$ cat src/sv/b64e_pkg.sv
`timescale 1ns / 1ps

package b64e_pkg;

	// default number of group entries between front and back
	localparam int QueueDepth = 2;

	localparam logic [6:0] PadChar = 7'd61;

	// one raw byte transaction
	typedef struct packed {
		logic [7:0] data_byte;
		logic       final_byte;
	} in_item_t;

	// one encoded character transaction
	typedef struct packed {
		logic [6:0] out_char;
		logic       end_of_text;
	} out_item_t;

	// one 24-bit group handed from front to back
	typedef struct packed {
		logic [23:0] word;
		logic [1:0]  pad_count;
		logic        last;
	} group_t;

	// sextet to ascii: A-Z a-z 0-9 + /
	function automatic logic [6:0] sextet_char(input logic [5:0] v);
		logic [6:0] c;
		c = 7'd0;
		if (v < 6'd26) begin
			c = 7'd65 + {1'b0, v};
		end else if (v < 6'd52) begin
			c = 7'd71 + {1'b0, v};
		end else if (v < 6'd62) begin
			c = {1'b0, v} - 7'd4;
		end else if (v == 6'd62) begin
			c = 7'd43;
		end else begin
			c = 7'd47;
		end
		return c;
	endfunction

endpackage

$ cat src/sv/base64_stream_encoder.sv
`timescale 1ns / 1ps

// Streaming base64 encoder (A-Z a-z 0-9 + /, '=' padding). Raw bytes enter one per
// transaction, final_byte marking the end of a message; encoded characters leave one per
// transaction, end_of_text marking the last. A front stage collects bytes into 24-bit
// groups and accepts a byte every cycle while the group queue (QUEUE_DEPTH entries) has
// room; a back stage turns each group into four characters through a registered output,
// one character per cycle while char_ready is high and groups are queued. The character
// port sets the sustained rate: four characters per group, also for a one- or two-byte
// tail. The first character of a group passes through the group queue, the back stage's
// working group register and the output register before it is valid.
// No reset sweep: the block is ready as soon as reset is released.
module base64_stream_encoder #(
	parameter int QUEUE_DEPTH = b64e_pkg::QueueDepth
) (
	input  logic                clk,
	input  logic                arst_n,
	input  logic                byte_valid,
	output logic                byte_ready,
	input  b64e_pkg::in_item_t  byte_data,
	output logic                char_valid,
	input  logic                char_ready,
	output b64e_pkg::out_item_t char_data
);

	logic             push;
	b64e_pkg::group_t push_group;
	logic             queue_full;
	logic             pop;
	logic             queue_not_empty;
	b64e_pkg::group_t pop_group;

	b64e_front u_front (
		.clk        (clk),
		.arst_n     (arst_n),
		.byte_valid (byte_valid),
		.byte_ready (byte_ready),
		.byte_data  (byte_data),
		.queue_full (queue_full),
		.push       (push),
		.push_group (push_group)
	);

	b64e_fifo #(
		.DEPTH (QUEUE_DEPTH)
	) u_fifo (
		.clk        (clk),
		.arst_n     (arst_n),
		.push       (push),
		.push_group (push_group),
		.full       (queue_full),
		.pop        (pop),
		.not_empty  (queue_not_empty),
		.pop_group  (pop_group)
	);

	b64e_back u_back (
		.clk             (clk),
		.arst_n          (arst_n),
		.queue_not_empty (queue_not_empty),
		.queue_group     (pop_group),
		.pop             (pop),
		.char_valid      (char_valid),
		.char_ready      (char_ready),
		.char_data       (char_data)
	);

endmodule

$ cat src/sv/b64e_front.sv
`timescale 1ns / 1ps

module b64e_front (
	input  logic               clk,
	input  logic               arst_n,
	input  logic               byte_valid,
	output logic               byte_ready,
	input  b64e_pkg::in_item_t byte_data,
	input  logic               queue_full,
	output logic               push,
	output b64e_pkg::group_t   push_group
);

	logic [1:0]  pending_count_q;
	logic [15:0] pending_bytes_q;
	logic        accept;

	assign byte_ready = !queue_full;
	assign accept     = byte_valid && byte_ready;

	// classify the byte against the pending group
	always_comb begin
		push       = 1'b0;
		push_group = '0;
		unique case (pending_count_q)
			2'd1: begin
				push_group.word      = {pending_bytes_q[15:8], byte_data.data_byte, 8'd0};
				push_group.pad_count = 2'd1;
				push_group.last      = 1'b1;
				push                 = accept && byte_data.final_byte;
			end
			2'd2: begin
				push_group.word      = {pending_bytes_q, byte_data.data_byte};
				push_group.pad_count = 2'd0;
				push_group.last      = byte_data.final_byte;
				push                 = accept;
			end
			default: begin
				push_group.word      = {byte_data.data_byte, 16'd0};
				push_group.pad_count = 2'd2;
				push_group.last      = 1'b1;
				push                 = accept && byte_data.final_byte;
			end
		endcase
	end

	// pending byte state
	always_ff @(posedge clk or negedge arst_n) begin
		if (!arst_n) begin
			pending_count_q <= 2'd0;
			pending_bytes_q <= 16'd0;
		end else if (accept) begin
			if (push) begin
				pending_count_q <= 2'd0;
				pending_bytes_q <= 16'd0;
			end else if (pending_count_q == 2'd1) begin
				pending_count_q <= 2'd2;
				pending_bytes_q <= {pending_bytes_q[15:8], byte_data.data_byte};
			end else begin
				pending_count_q <= 2'd1;
				pending_bytes_q <= {byte_data.data_byte, 8'd0};
			end
		end
	end

`ifndef NO_ASSERTIONS
	a_count_range: assert property (@(posedge clk) disable iff (!arst_n)
		pending_count_q != 2'd3) else $error("pending count reached three");
	a_push_accept: assert property (@(posedge clk) disable iff (!arst_n)
		push |-> accept) else $error("group pushed without a byte transaction");
`endif

endmodule

$ cat src/sv/b64e_fifo.sv
`timescale 1ns / 1ps

module b64e_fifo #(
	parameter int DEPTH = b64e_pkg::QueueDepth
) (
	input  logic             clk,
	input  logic             arst_n,
	input  logic             push,
	input  b64e_pkg::group_t push_group,
	output logic             full,
	input  logic             pop,
	output logic             not_empty,
	output b64e_pkg::group_t pop_group
);

	localparam int PtrW = (DEPTH > 1) ? $clog2(DEPTH) : 1;
	localparam int CntW = $clog2(DEPTH + 1);

	b64e_pkg::group_t mem [DEPTH];
	logic [PtrW-1:0]  wr_ptr_q;
	logic [PtrW-1:0]  rd_ptr_q;
	logic [CntW-1:0]  count_q;

	assign full      = (count_q == CntW'(DEPTH));
	assign not_empty = (count_q != '0);
	assign pop_group = mem[rd_ptr_q];

	// storage
	always_ff @(posedge clk) begin
		if (push) begin
			mem[wr_ptr_q] <= push_group;
		end
	end

	// pointers and fill count
	always_ff @(posedge clk or negedge arst_n) begin
		if (!arst_n) begin
			wr_ptr_q <= '0;
			rd_ptr_q <= '0;
			count_q  <= '0;
		end else begin
			if (push) begin
				wr_ptr_q <= (wr_ptr_q == PtrW'(DEPTH - 1)) ? '0 : wr_ptr_q + 1'b1;
			end
			if (pop) begin
				rd_ptr_q <= (rd_ptr_q == PtrW'(DEPTH - 1)) ? '0 : rd_ptr_q + 1'b1;
			end
			if (push && !pop) begin
				count_q <= count_q + 1'b1;
			end else if (pop && !push) begin
				count_q <= count_q - 1'b1;
			end
		end
	end

`ifndef NO_ASSERTIONS
	a_no_overflow: assert property (@(posedge clk) disable iff (!arst_n)
		push |-> !full) else $error("push into full queue");
	a_no_underflow: assert property (@(posedge clk) disable iff (!arst_n)
		pop |-> not_empty) else $error("pop from empty queue");
`endif

endmodule

$ cat src/sv/b64e_back.sv
`timescale 1ns / 1ps

module b64e_back (
	input  logic                clk,
	input  logic                arst_n,
	input  logic                queue_not_empty,
	input  b64e_pkg::group_t    queue_group,
	output logic                pop,
	output logic                char_valid,
	input  logic                char_ready,
	output b64e_pkg::out_item_t char_data
);

	logic             busy_q;
	logic [1:0]       idx_q;
	b64e_pkg::group_t group_q;
	logic             out_valid_q;
	logic             out_load;
	logic             group_done;
	logic [5:0]       sextet;
	logic             is_pad;
	logic [6:0]       next_char;

	assign out_load   = busy_q && (!out_valid_q || char_ready);
	assign group_done = out_load && (idx_q == 2'd3);
	assign pop        = queue_not_empty && (!busy_q || group_done);
	assign char_valid = out_valid_q;

	// pick the sextet for the current position, most significant first
	always_comb begin
		unique case (idx_q)
			2'd0: sextet = group_q.word[23:18];
			2'd1: sextet = group_q.word[17:12];
			2'd2: sextet = group_q.word[11:6];
			2'd3: sextet = group_q.word[5:0];
		endcase
	end

	assign is_pad    = ({1'b0, idx_q} + {1'b0, group_q.pad_count}) >= 3'd4;
	assign next_char = is_pad ? b64e_pkg::PadChar : b64e_pkg::sextet_char(sextet);

	// working group and position
	always_ff @(posedge clk or negedge arst_n) begin
		if (!arst_n) begin
			busy_q <= 1'b0;
			idx_q  <= 2'd0;
		end else begin
			if (pop) begin
				busy_q <= 1'b1;
				idx_q  <= 2'd0;
			end else if (group_done) begin
				busy_q <= 1'b0;
				idx_q  <= 2'd0;
			end else if (out_load) begin
				idx_q <= idx_q + 2'd1;
			end
		end
	end

	always_ff @(posedge clk) begin
		if (pop) begin
			group_q <= queue_group;
		end
	end

	// output register
	always_ff @(posedge clk or negedge arst_n) begin
		if (!arst_n) begin
			out_valid_q <= 1'b0;
		end else if (out_load) begin
			out_valid_q <= 1'b1;
		end else if (char_ready) begin
			out_valid_q <= 1'b0;
		end
	end

	always_ff @(posedge clk) begin
		if (out_load) begin
			char_data.out_char    <= next_char;
			char_data.end_of_text <= group_q.last && (idx_q == 2'd3);
		end
	end

`ifndef NO_ASSERTIONS
	a_pad_tail: assert property (@(posedge clk) disable iff (!arst_n)
		group_done && (group_q.pad_count != 2'd0) |=>
			char_data.end_of_text && (char_data.out_char == b64e_pkg::PadChar))
		else $error("padded group did not end with marked pad");
	a_pop_when_free: assert property (@(posedge clk) disable iff (!arst_n)
		pop && busy_q |-> group_done) else $error("group replaced before finished");
`endif

endmodule
$ cat config.mk
export PLATFORM = sky130hd
export DESIGN_NAME = base64_stream_encoder
export DESIGN_NICKNAME = d
export VERILOG_FILES = /design/src/sv/b64e_pkg.sv /design/src/sv/base64_stream_encoder.sv /design/src/sv/b64e_front.sv /design/src/sv/b64e_fifo.sv /design/src/sv/b64e_back.sv
export SDC_FILE = /design/constraint.sdc
export NUM_CORES = 1
export LEC_CHECK = 0
export ABC_AREA = 1
export BUFFER_PORTS_ARGS = -buffer_cell sky130_fd_sc_hd__buf_2
export CELL_PAD_IN_SITES_DETAIL_PLACEMENT = 1
export CELL_PAD_IN_SITES_GLOBAL_PLACEMENT = 1
export CORE_UTILIZATION = 50
export CTS_CLUSTER_DIAMETER = 40
export CTS_CLUSTER_SIZE = 25
export DETAILED_ROUTE_END_ITERATION = 10
export GPL_TIMING_DRIVEN = 0
export PLACE_DENSITY = 0.8
export SYNTH_ARGS = -nofsm -noshare
export SYNTH_HDL_FRONTEND = slang
export SYNTH_HIERARCHICAL = 1
export SYNTH_SLANG_ARGS = --single-unit
$ cat constraint.sdc
create_clock -name clk -period 3.1 [get_ports clk]
set_input_delay 0.155 -clock clk [delete_from_list [all_inputs] [get_ports clk]]
set_output_delay 0.155 -clock clk [all_outputs]
set_load 0.005 [all_outputs]
==> results of run 1 <==
how the worst max path moves through the flow:
| stage | from | endpoint | slack (ns) | cells past startpoint |
|---|---|---|---|---|
| global route | u_back/idx_q[0] | u_back/char_data[5] | 0.35 | 14 |
| global placement | u_back/idx_q[0] | u_fifo/count_q[1] | -0.42 | 10 |
| detailed placement | u_back/idx_q[0] | u_back/char_data[5] | 0.53 | 13 |
| CTS | u_back/idx_q[0] | u_back/char_data[5] | 0.46 | 13 |
| floorplan | u_back/idx_q[0] | u_fifo/count_q[1] | 0.28 | 10 |
| finish | u_back/idx_q[0] | u_back/char_data[5] | 0.46 | 13 |
cells by family (layout without fill, tap and decap cells):
| group | Yosys count | after routing | synth area share, % |
|---|---|---|---|
| compound gates | 29 | 29 | 4.35 |
| simple gates | 216 | 216 | 19.2 |
| buf+inv | 69 | 137 | 6.54 |
| mux | 27 | 27 | 6.72 |
| fa+ha+maj | 13 | 13 | 2.91 |
| xor+xnor | 5 | 5 | 0.784 |
| flops | 115 | 115 | 59.5 |
registers in the layout, summed over array words and instances (netlist names):
signal                   cells
u_back/group_q              27
u_fifo/count_q               2
u_fifo/wr_ptr_q              1
u_front/pending_count_q      2
u_fifo/mem                  54
u_front/pending_bytes_q     16
u_back/char_data             8
u_back/idx_q                 2
u_fifo/rd_ptr_q              1
u_back/busy_q                1
u_back/char_valid            1
power by group through the flow:
stage | sequential [µW] | combinational (µW) | clock (µW)
finish | 2390 | 3100 | 1710
global route | 2420 | 3390 | 1810
CTS | 2390 | 3110 | 1750
detailed placement | 2410 | 3030 | 0
global placement | 2390 | 2840 | 0
floorplan | 2370 | 2300 | 0
Yosys cell counts (5+ instances only):
cell and count:
buf_6 6, mux2_4 19, nor2_4 6, ha_1 13, mux2_2 8, o21ai_0 5
inv_2 5, nand2_4 7, nand4_1 23, edfxtp_1 89, nand3_1 28, a21oi_1 9
dfrtp_1 26, nor2_2 5, inv_1 48, nand2_1 124, nor2_1 13
critical path, cell delays in order, from the launching register on:
cell     delay [ns]
dfrtp_1        0.41
inv_1          0.16
ha_1           0.37
nand2_1        0.11
nand2_2        0.13
nor2_4         0.05
nor2_4         0.18
ha_1           0.38
nand2_1        0.12
xor2_1         0.17
nand3_1        0.11
nand2_1        0.06
inv_1          0.05
nand2_1        0.06
area by class of cell:
| type | instances | area [µm²] |
|---|---|---|
| repair buffers | 36 | 273 |
| flip-flops and latches | 115 | 3320 |
| well taps | 140 | 175 |
| clock buffers | 23 | 478 |
| fillers | 1121 | 4270 |
| plain buffers | 15 | 163 |
| multi-input cells | 290 | 1900 |
| clock inverters | 9 | 51.3 |
| inverters | 54 | 203 |
what timing repair did:
| action | CTS | global route |
|---|---|---|
| hold buffers | 12 | 0 |
| resized for setup | 0 | 0 |
| endpoints found under the hold margin | 44 | 0 |
metal layers:
| layer | global-route usage (%) | up-vias | part of all wire [%] |
|---|---|---|---|
| li1 | - | 1720 | - |
| met1 | 26.7 | 1790 | 40 |
| met2 | 45.2 | 67 | 55 |
| met3 | 6.66 | 17 | 2.9 |
| met4 | 9.98 | 0 | 1.9 |
| met5 | 0 | - | 0 |
through the flow:
stage | utilization, % | std cells | setup slack [ns] | power, µW
after floorplan | - | 474 | 0.276 | 4670
after global placement | 54.2 | 636 | -0.419 | 5230
after detailed placement | 54.6 | 638 | 0.526 | 5450
after CTS | 60.6 | 682 | 0.464 | 7250
after global routing | 60.6 | 682 | 0.346 | 7620
final | 60.6 | 682 | 0.465 | 7200
==> summary.md, run 1 <==
| Metric | Value |
|---|---|
| Crit share post-route | `85.0%` |
| Post-Synthesis Cells | `474` |
| Hold slack | `0.217 ns` |
| Fraction of layout cells with a size suffix above 1 | `24.9%` |
| CTS tree | `built` |
| P_sw | `between 2000 and 3000 µW` |
| Setup TNS | `0 ns` |
| Drt drc | `0` |
| Clk slew on worst S/H paths | `about 0.060 ns` |
| Root Buffer | `clkbuf_8` |
| Die extent in y | `~110 µm` |
| Worst R2R End | `u_back/char_data[5]` |
| Reg2reg setup slack | `0.46 ns` |
| Worst-margin pin slew | `~1.1 ns` |
| Clock buffer depth | `2` |
| Clock net sink count | `approximately 120` |
| Ys Warns | `6` |
| Number of global-route vias before repair | `roughly 4000` |
| Pleak | `0.00284 µW` |
| Top cell type's share of synthesized area | `a little under half` |
| Placer congestion estimate | `0.888` |
| Core area | `10800 µm²` |
| R2R cell count | `13` |
| Post-DP HPWL | `8.60 mm` |
| Final net count | `555` |
| Comb pwr share | `43.0%` |
| Most common cell after layout, fill and taps aside | `nand2_1` |
| Slew HR | `between 20% and 30%` |
| Placed Area | `5920 µm²` |
| Ys async rst share | `22.6%` |
| Worst hold path type | `primary input to asynchronous set/reset pin` |
| Die width | `108 µm` |
| Initial core utilization | `51.5%` |
| H-tree Lvls | `4` |
| Peak VDD IR | `0.463 mV` |
| Synth Register Bits | `115` |
| Pwr per Cell Area | `1100 nW/µm²` |
| Leading area contributor after synthesis | `edfxtp_1` |
| Std-Cell Rows | `38` |
| RSZ-0062 raised after global routing | `false` |
| First-pass GRT wire length | `a little over 20 mm` |
| Final-report max-slew violation count | `0` |
| Fmax | `379 MHz` |
| Routed WL per cell | `roughly 19 µm` |
| Tmin final | `~2.6 ns` |
| Post-CTS Setup Inserts | `0` |
| Ant diodes | `0` |
| Final hold vios | `0` |
| IO buf count | `22` |
| Top FF cell, synth | `edfxtp_1` |
| Status | `finished clean` |
| Final wirelength | `12.8 mm` |
| Post-Syn Area per Cell | `~12 µm²` |
| Gr ovfl total | `0` |
| Sw frac | `38.1%` |
| Most frequent cells in the layout | `nand2_1 (124), edfxtp_1 (89), inv_1 (48), nand3_1 (28)` |
| Total track usage | `24.7%` |
| Crit. End Element | `register` |
| Register share of total power | `approximately a third` |
| Crit Path Max Fanout | `6` |
| Fin Clk Skew | `0.0106 ns` |
| Initial antenna violation count | `0` |
| Initial DRC Count | `180` |
| Synth Cell Area | `5590 µm²` |
| Synth top area cells | `edfxtp_1 (48%), dfrtp_1 (12%), nand2_1 (8.3%)` |
| Critical Path AT | `roughly 2.9 ns` |
| Internal | `4460 µW` |
| Detail Route Antenna Nets | `0` |
| Worst-skew pair later-pin latency | `0.51 ns` |
| Via-to-Cell Ratio | `5.27` |
| Post-route cell area | `6570 µm²` |
| Layout area overhead | `17.6%` |
| Mapped Nets | `500` |
| Clock network power share | `between 20% and 30%` |
| Max-cap violations | `0` |
| Largest net degree at the start of global routing | `28` |
| Drt first pass iters | `4` |
| CP startpoint kind | `register` |
| Boundary pin count | `23` |
| Synth cell types | `41` |
| Endpoints failing setup | `0` |
| Via count | `approximately 3600` |
| Die area | `11600 µm²` |
| CTS Buf Count | `17` |
| Origin of the critical flop-to-flop path | `u_back/idx_q[0]` |
| Post-synthesis sequential area ratio | `59.5%` |
| Post-synth EDFFs | `a little under 90` |
| Worst Path Required | `between 3 and 4 ns` |
| Crit Path Class | `register to register` |
Note: power is estimated with default switching activity, not from simulation.
==> run 2, diff against run 1 <==
--- a/config.mk
+++ b/config.mk
@@ -9,6 +9,7 @@
 export BUFFER_PORTS_ARGS = -buffer_cell sky130_fd_sc_hd__buf_2
 export CELL_PAD_IN_SITES_DETAIL_PLACEMENT = 1
 export CELL_PAD_IN_SITES_GLOBAL_PLACEMENT = 1
+export CORE_ASPECT_RATIO = 1.1
 export CORE_UTILIZATION = 50
 export CTS_CLUSTER_DIAMETER = 40
 export CTS_CLUSTER_SIZE = 25
==> run 2 against run 1 <==
Effect of this change: register-to-register slack improved by 0.096 ns; utilization fell by 0.79 points; cell count fell by 0.59%; combinational power barely moved; critical endpoint is now u_back/char_data[4]; largest cell class unchanged; maximum frequency rose by 3.8%; wire length rose by 0.48%; setup slack improved by 0.096 ns; count of clock-buffer cells in the layout fell by 3.
==> summary.md, run 2 (same netlist as run 1, synthesis figures left out) <==
| Metric | Value |
|---|---|
| Status | `finished clean (unchanged)` |
| Worst Path Required | `3.25 ns (was 3.36 ns)` |
| First-pass GRT wire length | `20.4 mm (was 20.7 mm)` |
| Reg2reg setup slack | `0.56 ns (was 0.46 ns)` |
| Max-cap violations | `0 (unchanged)` |
| Crit. End Element | `register (unchanged)` |
| Fin Clk Skew | `0.00891 ns (was 0.0106 ns)` |
| Initial DRC Count | `126 (was 180)` |
| Drt first pass iters | `4 (unchanged)` |
| Fmax | `394 MHz (was 379 MHz)` |
| CP max stage delay | `0.40 ns (was 0.41 ns)` |
| Root Buffer | `clkbuf_16 (was clkbuf_8)` |
| Internal | `4710 µW (was 4460 µW)` |
| CTS tree | `built (unchanged)` |
| Slowest cell on crit path | `dfrtp_1 (unchanged)` |
| IO buf count | `22 (unchanged)` |
| Endpoints failing setup | `0 (unchanged)` |
| Fraction of layout cells with a size suffix above 1 | `24.9% (about the same)` |
| CTS Buf Count | `17 (unchanged)` |
| Routed WL per cell | `19.0 µm (was 18.8 µm)` |
| Clock net sink count | `115 (unchanged)` |
| Ant diodes | `0 (unchanged)` |
| Die area | `11600 µm² (about the same)` |
| Post-CTS sizing | `0 (unchanged)` |
| Gr ovfl total | `0 (unchanged)` |
| Most frequent cells in the layout | `nand2_1 (124), edfxtp_1 (89), inv_1 (48), nand3_1 (28) (unchanged)` |
| Final wirelength | `12.9 mm (was 12.8 mm)` |
| Pleak | `0.00281 µW (was 0.00284 µW)` |
| Final-report max-slew violation count | `0 (unchanged)` |
| Core area | `10900 µm² (was 10800 µm²)` |
| Drt drc | `0 (unchanged)` |
| Crit Path Class | `register to register (unchanged)` |
| Comb pwr share | `41.3% (was 43.0%)` |
| Worst path cell trace | `inv_1 -> ha_1 -> inv_2 -> buf_12 -> nand2_4 -> o21bai_4 -> inv_1 -> ha_1 -> a21oi_4 -> nand2_4 -> nand3_1 -> nand3_1 (was inv_1 -> ha_1 -> nand2_1 -> nand2_2 -> nor2_4 -> nor2_4 -> ha_1 -> nand2_1 -> xor2_1 -> nand3_1 -> nand2_1 -> inv_1 -> nand2_1)` |
| Placer congestion estimate | `0.859 (was 0.888)` |
| Total track usage | `24.3% (was 24.7%)` |
| Largest net degree at the start of global routing | `28 (unchanged)` |
| Top flop regs | `u_fifo/mem x54, u_back/group_q x27, u_front/pending_bytes_q x16 (unchanged)` |
| Via-to-Cell Ratio | `5.42 (was 5.27)` |
| Most common cell after layout, fill and taps aside | `nand2_1 (unchanged)` |
| Clock buffer depth | `2 (unchanged)` |
| Std-Cell Rows | `40 (was 38)` |
| Final net count | `544 (was 555)` |
| CP startpoint kind | `register (unchanged)` |
| Worst hold path type | `primary input to register (was primary input to asynchronous set/reset pin)` |
| Clk slew on worst S/H paths | `0.05 ns (was 0.06 ns)` |
| Register share of total power | `32.1% (was 33.2%)` |
| R2R cell count | `12 (was 13)` |
| Max reg flops | `54 (unchanged)` |
| Detail Route Antenna Nets | `0 (unchanged)` |
| H-tree Lvls | `4 (unchanged)` |
| Final hold vios | `0 (unchanged)` |
| P_sw | `2760 µW (was 2740 µW)` |
| Pwr per Cell Area | `1150 nW/µm² (was 1100 nW/µm²)` |
| Sw frac | `36.9% (was 38.1%)` |
| Worst-margin pin slew | `1.08 ns (was 1.11 ns)` |
| Initial antenna violation count | `0 (unchanged)` |
| Boundary pin count | `23 (unchanged)` |
| Worst-skew pair later-pin latency | `0.41 ns (was 0.51 ns)` |
| Die extent in y | `113 µm (was 108 µm)` |
| Slew HR | `27.6% (was 25.7%)` |
| Post-DP HPWL | `8.54 mm (was 8.60 mm)` |
| Via count | `3672 (was 3594)` |
| Peak VDD IR | `0.489 mV (was 0.463 mV)` |
| Setup WS pre-CTS | `0.577 ns (was 0.526 ns)` |
| Clock network power share | `26.6% (was 23.8%)` |
| Post-CTS Setup Inserts | `0 (unchanged)` |
| Initial core utilization | `51.2% (was 51.5%)` |
| Hold path depth | `4` |
| Number of global-route vias before repair | `3973 (was 3980)` |
| Crit Path Max Fanout | `10 (was 6)` |
| Critical Path AT | `2.69 ns (was 2.90 ns)` |
| RSZ-0062 raised after global routing | `false (unchanged)` |
| Die width | `103 µm (was 108 µm)` |
| Layout area overhead | `16.8% (was 17.6%)` |
| Most flops, register | `u_fifo/mem (unchanged)` |
| Fillcell total | `1141 (was 1121)` |
| Crit share post-route | `81.9% (was 85.0%)` |
| Tmin final | `2.54 ns (was 2.64 ns)` |
| Hold slack | `0.0497 ns (was 0.217 ns)` |
| Final worst slack | `0.560 ns (was 0.465 ns)` |
run 2: cell count changes in the layout (fill, tap and decap cells not counted):
cell / before / now
buf_16: 1 / 0
clkinv_2: 6 / 3
clkbuf_8: 3 / 0
buf_8: 1 / 2
clkinv_1: 1 / 4
clkinvlp_4: 0 / 1
dlygate4sd3_1: 12 / 1
bufinv_16: 0 / 4
inv_4: 2 / 0
run 2: metal layers:
metal | GRT usage (%) | routed length [µm] | vias up
met4 | 11.1 | 399 | 0
met1 | 26.2 | 4990 | 1843
met5 | 0 | 0 | -
li1 | - | - | 1705
met2 | 43.7 | 7080 | 91
met3 | 6.61 | 390 | 33
run 2: path summary, 6_finish.rpt:
path,endpoint,from
setup / recovery,u_back/char_data[4],u_back/idx_q[0]
hold / removal,u_back/char_valid,char_ready
setup reg to reg,u_back/char_data[4],u_back/idx_q[0]
hold reg to reg,u_back/char_valid,u_back/busy_q
max in group asynchronous,u_back/char_valid,arst_n
min in group asynchronous,u_front/pending_bytes_q[1],arst_n
run 2: repair_timing:
item / in CTS / in global routing
hold buffers: 1 / 0
endpoints found under the hold margin: 26 / 0
endpoints found under the setup margin: 0 / 0
run 2: power by group through the flow:
stage | Clock [µW] | Sequential, µW | Combinational, µW
after floorplan | 0 | 2370 | 2300
after global placement | 0 | 2390 | 2840
after detailed placement | 0 | 2410 | 3010
after CTS | 2020 | 2400 | 3110
after global routing | 2070 | 2430 | 3370
final | 1990 | 2400 | 3080
run 2: critical path, delay by kind of cell (launching register included):
family	cells	cell delay (ns)
buffers and inverters	4	0.50
flip-flops	1	0.40
AO/OA/AOI/OAI	2	0.50
adder cells (fa/ha/maj)	2	0.53
AND/OR/NAND/NOR	4	0.33
run 2: stage by stage:
stage / TNS [ns] / power, µW / instances / utilization, % / cell area [µm²]
finish: 0 / 7470 / 678 / 59.8 / 6520
global route: 0 / 7870 / 678 / 59.8 / 6520
CTS: 0 / 7520 / 678 / 59.8 / 6520
detailed placement: 0 / 5420 / 645 / 54.2 / 5910
global placement: -7.95 / 5230 / 643 / 53.9 / 5880
floorplan: 0 / 4670 / 474 / - / 5590
run 2: cell type report:
type	instances	area [µm²]	area share, %
flip-flops and latches	115	3320	50.9
multi-input cells	290	1900	29.2
clock buffers	20	437	6.69
inverters	54	203	3.11
well taps	147	184	2.82
clock inverters	12	163	2.49
plain buffers	15	163	2.49
repair buffers	25	150	2.30
